[src/uerav_pkg.sv]
// ============================================================================
// uerav_pkg
// shared types and constants for the ultrasonic echo ranging average block
// ============================================================================
`default_nettype none

package uerav_pkg;

    localparam int DATA_W         = 16;
    localparam int TICK_W         = 21;
    localparam int RING_DEPTH_DEF = 8;

    localparam logic [TICK_W-1:0] TIMEOUT_RST = 21'd1000000;
    localparam logic [DATA_W-1:0] MAXD_RST    = 16'd20000;

    localparam logic REG_TIMEOUT = 1'b0;
    localparam logic REG_MAXD    = 1'b1;

    typedef enum logic [1:0] {
        PH_IDLE,
        PH_WAIT,
        PH_HIGH
    } t_phase;

    typedef enum logic [1:0] {
        ST_NONE    = 2'd0,
        ST_DONE    = 2'd1,
        ST_TIMEOUT = 2'd2
    } t_status;

    typedef enum logic [2:0] {
        MS_IDLE,
        MS_READ,
        MS_ACC,
        MS_DIV,
        MS_DONE
    } t_mean_state;

    typedef struct packed {
        logic              avg_valid;
        logic [DATA_W-1:0] average;
    } t_mean_res;

endpackage

`default_nettype wire

[src/ultrasonic_echo_ranging_average.sv]
// ============================================================================
// ultrasonic_echo_ranging_average
// echo pulse width ranging with a ring of recent widths and their mean
//
//   channel  direction  handshake          payload
//   input    in         i_valid / o_stall  i_cmd, i_echo_level
//   output   out        o_valid / i_stall  o_trigger, o_status, o_width,
//                                          o_avg_valid, o_average
//   config   in         apb write / read   timeout_ticks, max_distance
//
// one item at a time: each transfer runs the ring sweep and then the bit-serial
// divide in the shared add/sub unit before its result is registered
// a new item is taken once the mean unit is idle, even while a result waits
// synchronous active-low reset clears phase, counters and ring valid bits
// ============================================================================
`default_nettype none

module ultrasonic_echo_ranging_average
    import uerav_pkg::*;
#(
    parameter int RING_DEPTH = RING_DEPTH_DEF
) (
    input  wire logic              i_clk,
    input  wire logic              i_rst_n,
    input  wire logic              i_valid,
    output logic                   o_stall,
    input  wire logic              i_cmd,
    input  wire logic              i_echo_level,
    output logic                   o_valid,
    input  wire logic              i_stall,
    output logic                   o_trigger,
    output logic [1:0]             o_status,
    output logic [DATA_W-1:0]      o_width,
    output logic                   o_avg_valid,
    output logic [DATA_W-1:0]      o_average,
    input  wire logic              psel,
    input  wire logic              penable,
    input  wire logic              pwrite,
    input  wire logic [2:0]        paddr,
    input  wire logic [31:0]       pwdata,
    output logic      [31:0]       prdata,
    output logic                   pready
);

    localparam int AW = $clog2(RING_DEPTH);

    logic [TICK_W-1:0] r_timeout;
    logic [DATA_W-1:0] r_maxd;

    t_phase            r_phase, n_phase;
    logic [TICK_W-1:0] r_tick, n_tick;
    logic [AW-1:0]     r_wr_idx;
    logic              r_start;

    logic              r_pend_trig;
    t_status           r_pend_status;
    logic [DATA_W-1:0] r_pend_width;

    logic              r_out_valid;
    logic              r_out_trig;
    logic [1:0]        r_out_status;
    logic [DATA_W-1:0] r_out_width;
    t_mean_res         r_out_mean;

    logic              w_in_xfer;
    logic              w_cfg_wr;
    logic [TICK_W-1:0] w_tick_inc;
    logic [TICK_W-1:0] w_tick_new;
    logic [DATA_W-1:0] w_clamped;
    t_status           w_status;
    logic [DATA_W-1:0] w_width;
    logic              w_ring_wr;

    logic [AW-1:0]     w_rd_addr;
    logic [DATA_W-1:0] w_rd_data;
    logic              w_rd_vld;
    logic              w_mean_busy;
    logic              w_mean_done;
    logic              w_take;
    t_mean_res         w_mean_res;

    assign w_in_xfer = i_valid && !o_stall;
    assign o_stall   = w_mean_busy || r_start;
    assign w_take    = !r_out_valid || !i_stall;

    // configuration port
    assign pready   = 1'b1;
    assign w_cfg_wr = psel && penable && pwrite && pready;

    always_comb begin
        unique case (paddr[2])
            REG_TIMEOUT: prdata = 32'(r_timeout);
            REG_MAXD:    prdata = 32'(r_maxd);
            default:     prdata = '0;
        endcase
    end

    always_ff @(posedge i_clk) begin
        if (!i_rst_n) begin
            r_timeout <= TIMEOUT_RST;
            r_maxd    <= MAXD_RST;
        end else if (w_cfg_wr) begin
            if (paddr[2] == REG_TIMEOUT) begin
                r_timeout <= pwdata[TICK_W-1:0];
            end else begin
                r_maxd <= pwdata[DATA_W-1:0];
            end
        end
    end

    // echo phase tracking
    assign w_tick_inc = r_tick + 1'b1;
    assign w_tick_new = (r_phase == PH_WAIT && i_echo_level) ? TICK_W'(1) : w_tick_inc;
    assign w_clamped  = (r_tick > TICK_W'(r_maxd)) ? r_maxd : r_tick[DATA_W-1:0];

    always_comb begin
        n_phase = r_phase;
        n_tick  = r_tick;
        if (i_cmd) begin
            n_phase = PH_WAIT;
            n_tick  = '0;
        end else begin
            unique case (r_phase)
                PH_WAIT: begin
                    if (w_tick_new >= r_timeout) begin
                        n_phase = PH_IDLE;
                        n_tick  = '0;
                    end else begin
                        n_phase = i_echo_level ? PH_HIGH : PH_WAIT;
                        n_tick  = w_tick_new;
                    end
                end
                PH_HIGH: begin
                    if (!i_echo_level || w_tick_new >= r_timeout) begin
                        n_phase = PH_IDLE;
                        n_tick  = '0;
                    end else begin
                        n_tick = w_tick_new;
                    end
                end
                default: begin
                    n_phase = PH_IDLE;
                end
            endcase
        end
    end

    always_comb begin
        w_status  = ST_NONE;
        w_width   = '0;
        w_ring_wr = 1'b0;
        if (!i_cmd) begin
            unique case (r_phase)
                PH_WAIT: begin
                    if (w_tick_new >= r_timeout) w_status = ST_TIMEOUT;
                end
                PH_HIGH: begin
                    if (!i_echo_level) begin
                        w_status  = ST_DONE;
                        w_width   = w_clamped;
                        w_ring_wr = w_in_xfer;
                    end else if (w_tick_new >= r_timeout) begin
                        w_status = ST_TIMEOUT;
                    end
                end
                default: begin
                    w_status = ST_NONE;
                end
            endcase
        end
    end

    always_ff @(posedge i_clk) begin
        if (!i_rst_n) begin
            r_phase  <= PH_IDLE;
            r_tick   <= '0;
            r_wr_idx <= '0;
            r_start  <= 1'b0;
        end else begin
            r_start <= w_in_xfer;
            if (w_in_xfer) begin
                r_phase <= n_phase;
                r_tick  <= n_tick;
            end
            if (w_ring_wr) begin
                r_wr_idx <= (r_wr_idx == AW'(RING_DEPTH - 1)) ? '0 : r_wr_idx + 1'b1;
            end
        end
    end

    always_ff @(posedge i_clk) begin
        if (w_in_xfer) begin
            r_pend_trig   <= i_cmd;
            r_pend_status <= w_status;
            r_pend_width  <= w_width;
        end
    end

    uerav_ring #(
        .RING_DEPTH (RING_DEPTH)
    ) u_ring (
        .i_clk     (i_clk),
        .i_rst_n   (i_rst_n),
        .i_wr_en   (w_ring_wr),
        .i_wr_addr (r_wr_idx),
        .i_wr_data (w_clamped),
        .i_rd_addr (w_rd_addr),
        .o_rd_data (w_rd_data),
        .o_rd_vld  (w_rd_vld)
    );

    uerav_mean #(
        .RING_DEPTH (RING_DEPTH)
    ) u_mean (
        .i_clk          (i_clk),
        .i_rst_n        (i_rst_n),
        .i_start        (r_start),
        .i_max_distance (r_maxd),
        .o_rd_addr      (w_rd_addr),
        .i_rd_data      (w_rd_data),
        .i_rd_vld       (w_rd_vld),
        .o_busy         (w_mean_busy),
        .o_done         (w_mean_done),
        .i_take         (w_take),
        .o_res          (w_mean_res)
    );

    // output register
    always_ff @(posedge i_clk) begin
        if (!i_rst_n) begin
            r_out_valid <= 1'b0;
        end else if (w_mean_done && w_take) begin
            r_out_valid <= 1'b1;
        end else if (!i_stall) begin
            r_out_valid <= 1'b0;
        end
    end

    always_ff @(posedge i_clk) begin
        if (w_mean_done && w_take) begin
            r_out_trig   <= r_pend_trig;
            r_out_status <= r_pend_status;
            r_out_width  <= r_pend_width;
            r_out_mean   <= w_mean_res;
        end
    end

    assign o_valid     = r_out_valid;
    assign o_trigger   = r_out_trig;
    assign o_status    = r_out_status;
    assign o_width     = r_out_width;
    assign o_avg_valid = r_out_mean.avg_valid;
    assign o_average   = r_out_mean.average;

    a_start_arms: assert property (@(posedge i_clk) disable iff (!i_rst_n)
        (w_in_xfer && i_cmd) |=> (r_phase == PH_WAIT && r_tick == '0))
        else $error("start transfer did not arm the rise wait");

    a_busy_after_xfer: assert property (@(posedge i_clk) disable iff (!i_rst_n)
        w_in_xfer |=> o_stall)
        else $error("input taken while previous item still in flight");

    a_no_avg_zero: assert property (@(posedge i_clk) disable iff (!i_rst_n)
        (o_valid && !o_avg_valid) |-> (o_average == '0))
        else $error("average nonzero without valid entries");

    a_width_only_done: assert property (@(posedge i_clk) disable iff (!i_rst_n)
        (o_valid && o_status != ST_DONE) |-> (o_width == '0))
        else $error("width set on a result that is not a completed measurement");

    a_width_clamped: assert property (@(posedge i_clk) disable iff (!i_rst_n)
        (o_valid && o_status == ST_DONE) |-> (o_width <= r_maxd))
        else $error("completed width above max distance");

endmodule

`default_nettype wire

[src/uerav_ring.sv]
// ============================================================================
// uerav_ring
// sample ring memory with per-entry valid bits and registered read
// ============================================================================
`default_nettype none

module uerav_ring
    import uerav_pkg::*;
#(
    parameter int RING_DEPTH = RING_DEPTH_DEF
) (
    input  wire logic                          i_clk,
    input  wire logic                          i_rst_n,
    input  wire logic                          i_wr_en,
    input  wire logic [$clog2(RING_DEPTH)-1:0] i_wr_addr,
    input  wire logic [DATA_W-1:0]             i_wr_data,
    input  wire logic [$clog2(RING_DEPTH)-1:0] i_rd_addr,
    output logic      [DATA_W-1:0]             o_rd_data,
    output logic                               o_rd_vld
);

    logic [DATA_W-1:0]     r_mem [RING_DEPTH];
    logic [RING_DEPTH-1:0] r_vld;
    logic [DATA_W-1:0]     r_rd_data;
    logic                  r_rd_vld;

    always_ff @(posedge i_clk) begin
        if (i_wr_en) begin
            r_mem[i_wr_addr] <= i_wr_data;
        end
        r_rd_data <= r_mem[i_rd_addr];
    end

    always_ff @(posedge i_clk) begin
        if (!i_rst_n) begin
            r_vld    <= '0;
            r_rd_vld <= 1'b0;
        end else begin
            if (i_wr_en) begin
                r_vld[i_wr_addr] <= 1'b1;
            end
            r_rd_vld <= r_vld[i_rd_addr];
        end
    end

    assign o_rd_data = r_rd_data;
    assign o_rd_vld  = r_rd_vld;

endmodule

`default_nettype wire

[src/uerav_mean.sv]
// ============================================================================
// uerav_mean
// ring mean sequencer: one shared add/sub unit sums nonzero valid entries
// up to max distance, then runs a restoring divide one quotient bit per cycle
// ============================================================================
`default_nettype none

module uerav_mean
    import uerav_pkg::*;
#(
    parameter int RING_DEPTH = RING_DEPTH_DEF
) (
    input  wire logic                          i_clk,
    input  wire logic                          i_rst_n,
    input  wire logic                          i_start,
    input  wire logic [DATA_W-1:0]             i_max_distance,
    output logic      [$clog2(RING_DEPTH)-1:0] o_rd_addr,
    input  wire logic [DATA_W-1:0]             i_rd_data,
    input  wire logic                          i_rd_vld,
    output logic                               o_busy,
    output logic                               o_done,
    input  wire logic                          i_take,
    output t_mean_res                          o_res
);

    localparam int AW     = $clog2(RING_DEPTH);
    localparam int CNT_W  = $clog2(RING_DEPTH + 1);
    localparam int SUM_W  = DATA_W + AW;
    localparam int STEP_W = $clog2(SUM_W);

    t_mean_state       r_state, n_state;
    logic [AW-1:0]     r_idx, n_idx;
    logic [SUM_W-1:0]  r_sum, n_sum;
    logic [CNT_W-1:0]  r_cnt, n_cnt;
    logic [CNT_W-1:0]  r_rem, n_rem;
    logic [STEP_W-1:0] r_step, n_step;

    logic [CNT_W:0]    w_shift;
    logic [SUM_W:0]    w_op_a, w_op_b, w_alu;
    logic              w_op_sub;
    logic              w_counts;
    logic              w_last;
    logic              w_qbit;

    // shared add/sub unit
    always_comb begin
        w_shift  = {r_rem, r_sum[SUM_W-1]};
        w_op_sub = (r_state == MS_DIV);
        if (w_op_sub) begin
            w_op_a = (SUM_W+1)'(w_shift);
            w_op_b = (SUM_W+1)'(r_cnt);
        end else begin
            w_op_a = {1'b0, r_sum};
            w_op_b = (SUM_W+1)'(i_rd_data);
        end
        w_alu = w_op_sub ? (w_op_a - w_op_b) : (w_op_a + w_op_b);
    end

    assign w_counts = i_rd_vld && (i_rd_data != '0) && (i_rd_data <= i_max_distance);
    assign w_last   = (r_idx == AW'(RING_DEPTH - 1));

    always_comb begin
        n_state = r_state;
        unique case (r_state)
            MS_IDLE: if (i_start) n_state = MS_READ;
            MS_READ: n_state = MS_ACC;
            MS_ACC:  n_state = w_last ? MS_DIV : MS_READ;
            MS_DIV:  if (r_step == STEP_W'(SUM_W - 1)) n_state = MS_DONE;
            MS_DONE: if (i_take) n_state = MS_IDLE;
            default: n_state = MS_IDLE;
        endcase
    end

    always_comb begin
        n_idx  = r_idx;
        n_sum  = r_sum;
        n_cnt  = r_cnt;
        n_rem  = r_rem;
        n_step = r_step;
        w_qbit = 1'b0;
        unique case (r_state)
            MS_IDLE: begin
                n_idx  = '0;
                n_sum  = '0;
                n_cnt  = '0;
                n_rem  = '0;
                n_step = '0;
            end
            MS_ACC: begin
                if (w_counts) begin
                    n_sum = w_alu[SUM_W-1:0];
                    n_cnt = r_cnt + 1'b1;
                end
                if (!w_last) begin
                    n_idx = r_idx + 1'b1;
                end
            end
            MS_DIV: begin
                n_step = r_step + 1'b1;
                if (!w_alu[SUM_W]) begin
                    n_rem  = w_alu[CNT_W-1:0];
                    w_qbit = 1'b1;
                end else begin
                    n_rem  = w_shift[CNT_W-1:0];
                end
                n_sum = {r_sum[SUM_W-2:0], w_qbit};
            end
            default: begin
                n_idx = r_idx;
            end
        endcase
    end

    always_ff @(posedge i_clk) begin
        if (!i_rst_n) begin
            r_state <= MS_IDLE;
        end else begin
            r_state <= n_state;
        end
    end

    always_ff @(posedge i_clk) begin
        r_idx  <= n_idx;
        r_sum  <= n_sum;
        r_cnt  <= n_cnt;
        r_rem  <= n_rem;
        r_step <= n_step;
    end

    assign o_rd_addr       = r_idx;
    assign o_busy          = (r_state != MS_IDLE);
    assign o_done          = (r_state == MS_DONE);
    assign o_res.avg_valid = (r_cnt != '0);
    assign o_res.average   = (r_cnt != '0) ? r_sum[DATA_W-1:0] : '0;

endmodule

`default_nettype wire

[config.mk]
export PLATFORM = sky130hd
export DESIGN_NAME = ultrasonic_echo_ranging_average
export DESIGN_NICKNAME = d
export VERILOG_FILES = /design/src/uerav_pkg.sv /design/src/ultrasonic_echo_ranging_average.sv /design/src/uerav_ring.sv /design/src/uerav_mean.sv
export SDC_FILE = /design/constraint.sdc
export NUM_CORES = 1
export LEC_CHECK = 0
export BUFFER_PORTS_ARGS = -buffer_cell sky130_fd_sc_hd__buf_2
export CORE_MARGIN = 2
export CORE_UTILIZATION = 25
export CTS_BUF_LIST = sky130_fd_sc_hd__clkbuf_8 sky130_fd_sc_hd__clkbuf_16
export DETAILED_ROUTE_END_ITERATION = 7
export GPL_TIMING_DRIVEN = 0
export MAX_ROUTING_LAYER = met4
export PLACE_DENSITY_LB_ADDON = 0.08
export SLEW_MARGIN = 20
export SYNTH_ARGS = -nofsm -noshare
export SYNTH_HDL_FRONTEND = slang
export SYNTH_SLANG_ARGS = --single-unit
[constraint.sdc]
create_clock -name i_clk -period 4.3 [get_ports i_clk]
set_input_delay 0.43 -clock i_clk [delete_from_list [all_inputs] [get_ports i_clk]]
set_output_delay 0.43 -clock i_clk [all_outputs]
set_load 0.01 [all_outputs]
# [Word-level counts from Yosys, hierarchy flattened]
# Memories as Yosys holds them, arrays and structs flattened. A register that Yosys moved wholly into a read port is not among the register bits.
# Index checks and enable logic that the tools add are counted.
[totals] latchBits=0 mem_count=1 register_bits=167 ramBits=128 rom_bits=0 wordCells=133
[memory_table] memory="u_ring.r_mem" words=8 word_bits=16 rd=1 rd_ports_with_merged_regs=1 write_ports=1 line="uerav_ring.sv:22" source="logic [DATA_W-1:0] r_mem [RING_DEPTH];"
[op_classes] eq_ne=16 multipliers=0 n_bitwise=3 order_cmp=6 n_div=0 shift=0 mux=45 add_sub_neg=7 n_reduce_logical=32
[op_table] operator="$mux W21" n=4
[op_table] operator="$pmux W32 S2" n=1
[op_table] operator="$pmux W19 S3" n=1
[op_table] operator="$pmux W21 S2" n=1
[op_table] operator="$mux W19" n=2
[op_table] operator="$mux W16" n=2
[op_table] operator="$add A21 B1 Y21 const B" n=1
[op_table] operator="$ge A21 B21 Y1" n=1
[op_table] operator="$gt A21 B16 Y1" n=1
[op_table] operator="$add A19 B16 Y20" n=1
[op_table] operator="$mux W20" n=1
[op_table] operator="$sub A19 B16 Y20" n=1
[op_table] operator="$le A16 B16 Y1" n=1
[op_table] operator="$pmux W4 S2" n=2
[op_table] operator="$reduce_bool A16 Y1" n=1
[op_table] operator="$mux W3" n=5
[op_table] operator="$pmux W3 S5" n=1
[op_table] operator="$mux W2" n=7
[op_table] operator="$reduce_and A2 Y1" n=7
[op_table] operator="$mux W1" n=10
[op_table] operator="$pmux W5 S2" n=1
[op_table] operator="$eq A3 B3 Y1 const B" n=3
[op_table] operator="$reduce_bool A3 Y1" n=3
[op_table] operator="$logic_and A1 B1 Y1" n=8
[op_table] operator="27 further kinds" n=43

# [Depth between registers and ports, before layout]
[depth] depth_word=9 depth_mapped=19 depth_no_buf=17

# [Cells and area by module]
# From an unflattened synthesis, not the netlist that was laid out.
[unflattened] hier_cells=1383 area_unflattened_um2=15810.2
[modules_own_cells] mod="ultrasonic_echo_ranging_average" area_per_inst_um2=6437.4 cells_each=694 instances=1 seq_area_each_um2=2952.8
[modules_own_cells] mod="uerav_ring" area_per_inst_um2=5622.9 cells_each=240 instances=1 seq_area_each_um2=4344.2
[modules_own_cells] mod="uerav_mean" area_per_inst_um2=3749.8 cells_each=449 instances=1 seq_area_each_um2=1111.1

# [Worst setup path after synthesis]
# OpenSTA, ideal clock, no wires.
[synth_path] kind="register -> register" startpoint="register u_mean.r_state[2]" endpoint="register u_mean.r_sum[0], data pin" stages_incl_launch_ff=20 path_slack_ns=0.391 t_required_ns=4.036 setup_time_ns=0.264 path_buffers=3 period_less_slack_ns=3.909 t_arrival_ns=3.645 path_cell_list="dfxtp_1 buf_2 and3b_2 buf_6 clkbuf_1 a21boi_0 ha_1 o21ai_2 or4_4 nor4_4 xnor2_1 nand2_1 ha_1 a21oi_1 o21ai_0 nand2b_1 nand2_1 a21oi_1 nand2_1 o2bb2ai_1"
[synth_between] elab_chain_cells=6
[synth_rtl] element="start: declaration" line="uerav_mean.sv:31" source="t_mean_state r_state, n_state;"
[synth_rtl] element="start signal: assignment" line="uerav_mean.sv:118" source="r_state <= n_state;"
[synth_rtl] element="$eq A3 B2 Y1" line="uerav_mean.sv:48, uerav_mean.sv:81"
[synth_rtl] element="$mux W19 or $mux W16 (tied branches)" line="uerav_mean.sv:49" source="if (w_op_sub) begin"
[synth_rtl] element="$add A19 B16 Y20 or $sub A19 B16 Y20 (tied branches)" line="uerav_mean.sv:56" source="w_alu = w_op_sub ? (w_op_a - w_op_b) : (w_op_a + w_op_b);"
[synth_rtl] element="$mux W20" line="uerav_mean.sv:56"
[synth_rtl] element="$mux W1 or $mux W19 (tied branches)" line="uerav_mean.sv:100, uerav_mean.sv:90"
[synth_rtl] element="$pmux W19 S3 (*)" line="uerav_mean.sv:81" source="unique case (r_state)"
[synth_rtl] element="named net u_mean.n_sum[0]" line="uerav_mean.sv:33" source="logic [SUM_W-1:0] r_sum, n_sum;"
[synth_rtl] element="end signal: assignment" line="uerav_mean.sv:124" source="r_sum <= n_sum;"
[synth_rtl] element="end: declaration" line="uerav_mean.sv:33"
# The timed path passes the listed nets; every way through them passes the cells marked *. The select of a mux whose other input is x is not followed.
# A chain may end at the register's enable or synchronous reset.

# [Worst setup path after layout]
# Same ends and word-level chain as after synthesis.

==> results.txt <==
- Mux contribution to synthesized area: under 10%
- After detailed routing, the total wire length is 45400 µm.
- Final-layout setup total negative slack: 0 ps
- Least-Margin Pin Slew: 844 ps
* Most common cell after layout, fill and taps aside: sky130_fd_sc_hd__edfxtp_1
- For this design the static power due to leakage is between 6 and 7 nW.
* Worst min path class: input port to flop
- Worst slew margin relative to its limit: between 40% and 50%
- Across all layers, the routed design uses 10600 vias.
- Count of unresolved DRC violations after routing: 0
- Portion of the post-synthesis area used by sequential elements: 55.4%
- The worst register-to-register path begins at u_mean.r_state[2]$_SDFFE_PN0P_.
- Synthesis inferred between 300 and 400 register bits.
- For the worst-skew pair, the clock arrives at the later sink with an insertion delay of a little under 600 ps.
- DRT iter0 DRCs: approximately 670
- The worst setup path is of the flop to flop kind.
- STA puts the critical path data arrival time at approximately 4400 ps.
- Largest driver fanout on the critical path: 10
- Max cap viols: 0
* Depth of the worst register-to-register path: 18
- After Yosys synthesis, full adders, half adders and majority gates account for around 7% of the synthesized area.
* Number of nets still failing antenna checks after routing: 0
- Avg WL per Cell: between 15 and 20 µm
- Number of antenna violations at the first check in global routing: 0
- Via density per instance: ~4.6
* Final setup vio count: 0
* Main flop type after synthesis: sky130_fd_sc_hd__edfxtp_1
- Setup crit start kind: flop
* Maximum clock frequency: ~0.25 GHz
- Count of final max-slew check failures: 0
- Fraction of registers with async set/reset: 0%
- Number of instances in the synthesized netlist: 1311
- Summing the areas of all and, or, nand and nor instances in the mapped netlist gives ~14% of the synthesized area.
- Final Hold Violating Endpoints: 0
- The finished layout holds roughly 2300 standard cells, fillers aside.
- Input and output buffers added on the ports amount to 89.
- In the layout the commonest cells are sky130_fd_sc_hd__edfxtp_1 (218), sky130_fd_sc_hd__nand2_1 (155), sky130_fd_sc_hd__nor2_1 (105).
- GRT Util Overall: around 15%
- The via count of the first global-routing pass was 10700.
- Count of pins on the block boundary: between 100 and 150
- Register clock-pin slew on the reported worst setup and hold paths: roughly 60 ps
* Total design power: roughly 10 mW
* Count of cell types in the netlist: 70
- Full die area: between 60000 and 70000 µm²
- Run status: finished, final reports clean
- Summing the areas of all compound-gate instances in the mapped netlist gives between 8 and 9% of the synthesized area.
* Mapped cell area: about 15000 µm²
* First-pass DRT Iterations: 5
- Measured along the x axis, the die boundary spans 250 µm.
* Max VDD drop: about 0.30 mV
- At the end of the flow, the number of nets in the layout was 1603.
- The Yosys step of the flow raised 0 warnings.
- Count of cells along the worst hold path: 1
- TritonCTS built the clock tree.
* Diode insertion count for antenna repair: 0
- The initial utilization of the core area, before any placement, comes to between 20 and 30%.
- The critical path starts at u_mean.r_state[2]$_SDFFE_PN0P_.
* Core region area: 60100 µm²
- Start point of the worst min-delay path: i_cmd
- CTS root buffer: sky130_fd_sc_hd__clkbuf_16
- Setup repair after global routing left no endpoint under its margin.
- For the worst setup path, the data required time is approximately 4600 ps.
- Dividing the final minimum period by the clock period gives between 90% and 100%.
- CTS saw just over 300 sinks.
- Global-route wire length before repair: about 70000 µm
- In this run the register-to-register setup slack is ~230 ps.
* Final Core Density: a little under a third
- XOR/XNOR Fraction of Synth Area: around 2.4%
- Grt total ovfl: 0
- After synthesis, the largest family of logic cells by area is simple AND/OR/NAND/NOR gates.
- Clk buf depth: 3
- Counting flops with a built-in enable in the synthesized netlist gives roughly 220.
- Entering global routing, the biggest net connects 20 pins.
- CP Capture Type: flop
* Overall die height: about 250 µm
- Share of post-route cells with drive strength above 1: between 20% and 30%
- Summed over all nets, the half-perimeter wirelength after detailed placement is 33600 µm.
* Post-Syn Area per Cell: between 10 and 15 µm²
* Standard-cell rows: 90
- After detailed placement, the design holds a cell count of 2209.
- The worst path in the final design needs a cycle of 4070 ps, including I/O delays and setup.
* Htree depth: 2
- PD cells: roughly 560 nW/µm²
- Global placement routability congestion: ~0.80
- Total of hold buffers inserted after clock tree synthesis: 0
* Setup Skew: ~47 ps
- The number of clock buffers added by TritonCTS is 40.
- Area added between synthesis and finish: 20.9%
[flip-flops by register name (all words and copies together) (netlist names), 5 cells and up]
name              count
u_mean.r_sum         19
r_pend_width         16
r_maxd               16
o_average            16
r_tick               21
u_ring.r_vld          8
r_timeout            21
u_ring.o_rd_data     16
u_ring.r_mem        128
u_mean.r_step         5
o_width              16
[critical path, stage by stage (launching register included)]
cell and delay [ps]:
sky130_fd_sc_hd__dfxtp_1 290, sky130_fd_sc_hd__buf_2 160, sky130_fd_sc_hd__nand3b_1 260, sky130_fd_sc_hd__buf_6 180, sky130_fd_sc_hd__clkbuf_4 190, sky130_fd_sc_hd__a21oi_2 150
sky130_fd_sc_hd__ha_2 230, sky130_fd_sc_hd__o21ai_2 100, sky130_fd_sc_hd__or4_4 490, sky130_fd_sc_hd__or3_1 330, sky130_fd_sc_hd__nand3_1 150, sky130_fd_sc_hd__ha_2 340
sky130_fd_sc_hd__a21oi_2 190, sky130_fd_sc_hd__o21ai_2 90, sky130_fd_sc_hd__nand2b_1 80, sky130_fd_sc_hd__nand2_1 70, sky130_fd_sc_hd__a21oi_1 180, sky130_fd_sc_hd__nand2_2 160
sky130_fd_sc_hd__o2bb2ai_1 160
[report_power, final]
part	total, mW	internal, mW	switching (mW)
Sequential	3.93	3.59	0.336
Clock	3.30	1.88	1.42
Combinational	3.07	1.32	1.76
Total	10.3	6.79	3.52
[layer usage]
metal / vias to the layer above / GRT usage, % / routed length, µm
li1: 5099 / - / -
met1: 5229 / 19.3 / 20700
met2: 167 / 24.6 / 22300
met3: 61 / 2.26 / 1400
met4: 0 / 4.00 / 933
met5: - / - / 0
[cell families after synthesis]
family	count (synthesis)
flip-flops	311
AND/OR/NAND/NOR	452
multiplexers	79
other	2
AO/OA/AOI/OAI	220
adder cells (fa/ha/maj)	85
buffers and inverters	120
XOR/XNOR	42
[Yosys cell counts (25+ instances only)]
library cell               count  area, µm²
sky130_fd_sc_hd__xor2_1       27        236
sky130_fd_sc_hd__mux4_2       34        766
sky130_fd_sc_hd__clkbuf_1     42        158
sky130_fd_sc_hd__nand2_1     156        586
sky130_fd_sc_hd__nand3_1      26        130
sky130_fd_sc_hd__inv_1        52        195
sky130_fd_sc_hd__edfxtp_1    218       6550
sky130_fd_sc_hd__ha_1         84       1050
sky130_fd_sc_hd__o21ai_0      55        275
sky130_fd_sc_hd__nor2_1      108        405
sky130_fd_sc_hd__nor2b_1      32        200
sky130_fd_sc_hd__dfxtp_1      93       1860
sky130_fd_sc_hd__and2_1       36        225
sky130_fd_sc_hd__mux2_2       25        282
sky130_fd_sc_hd__a21oi_1      80        400
[layout make-up]
type,count,area [µm²]
sequential,311,8410
multi-input combinational,890,6450
buffer,66,339
inverter,53,199
fill,6259,41800
timing repair buffer,112,668
clock inverter,31,274
tap,782,978
clock buffer,42,1030
[what timing repair did]
action,in CTS,in global routing
setup endpoints to repair,38,32
cloned,0,0
endpoints found under the hold margin,0,0
buffers inserted,2,4
gates resized for setup,14,17
pin swaps,0,5
[worst paths after layout]
kind                               end
max          u_mean.r_sum[0]$_DFFE_PP_
min              r_pend_trig$_DFFE_PP_
max reg2reg  u_mean.r_sum[0]$_DFFE_PP_
min reg2reg       o_width[9]$_DFFE_PP_
[stage by stage]
step | hold WS, ps | area (µm²) | setup WS (ps)
2_1_floorplan | 400 | 15200 | 391
5_1_grt | 40.3 | 18300 | 8.37
4_1_cts | 27.2 | 18300 | 9.59
3_3_place_gp | 408 | 16600 | -2790
6_report | 67.1 | 18300 | 232
3_5_place_dp | 405 | 16900 | -474
No activity file was read; power rests on OpenSTA's default activity.
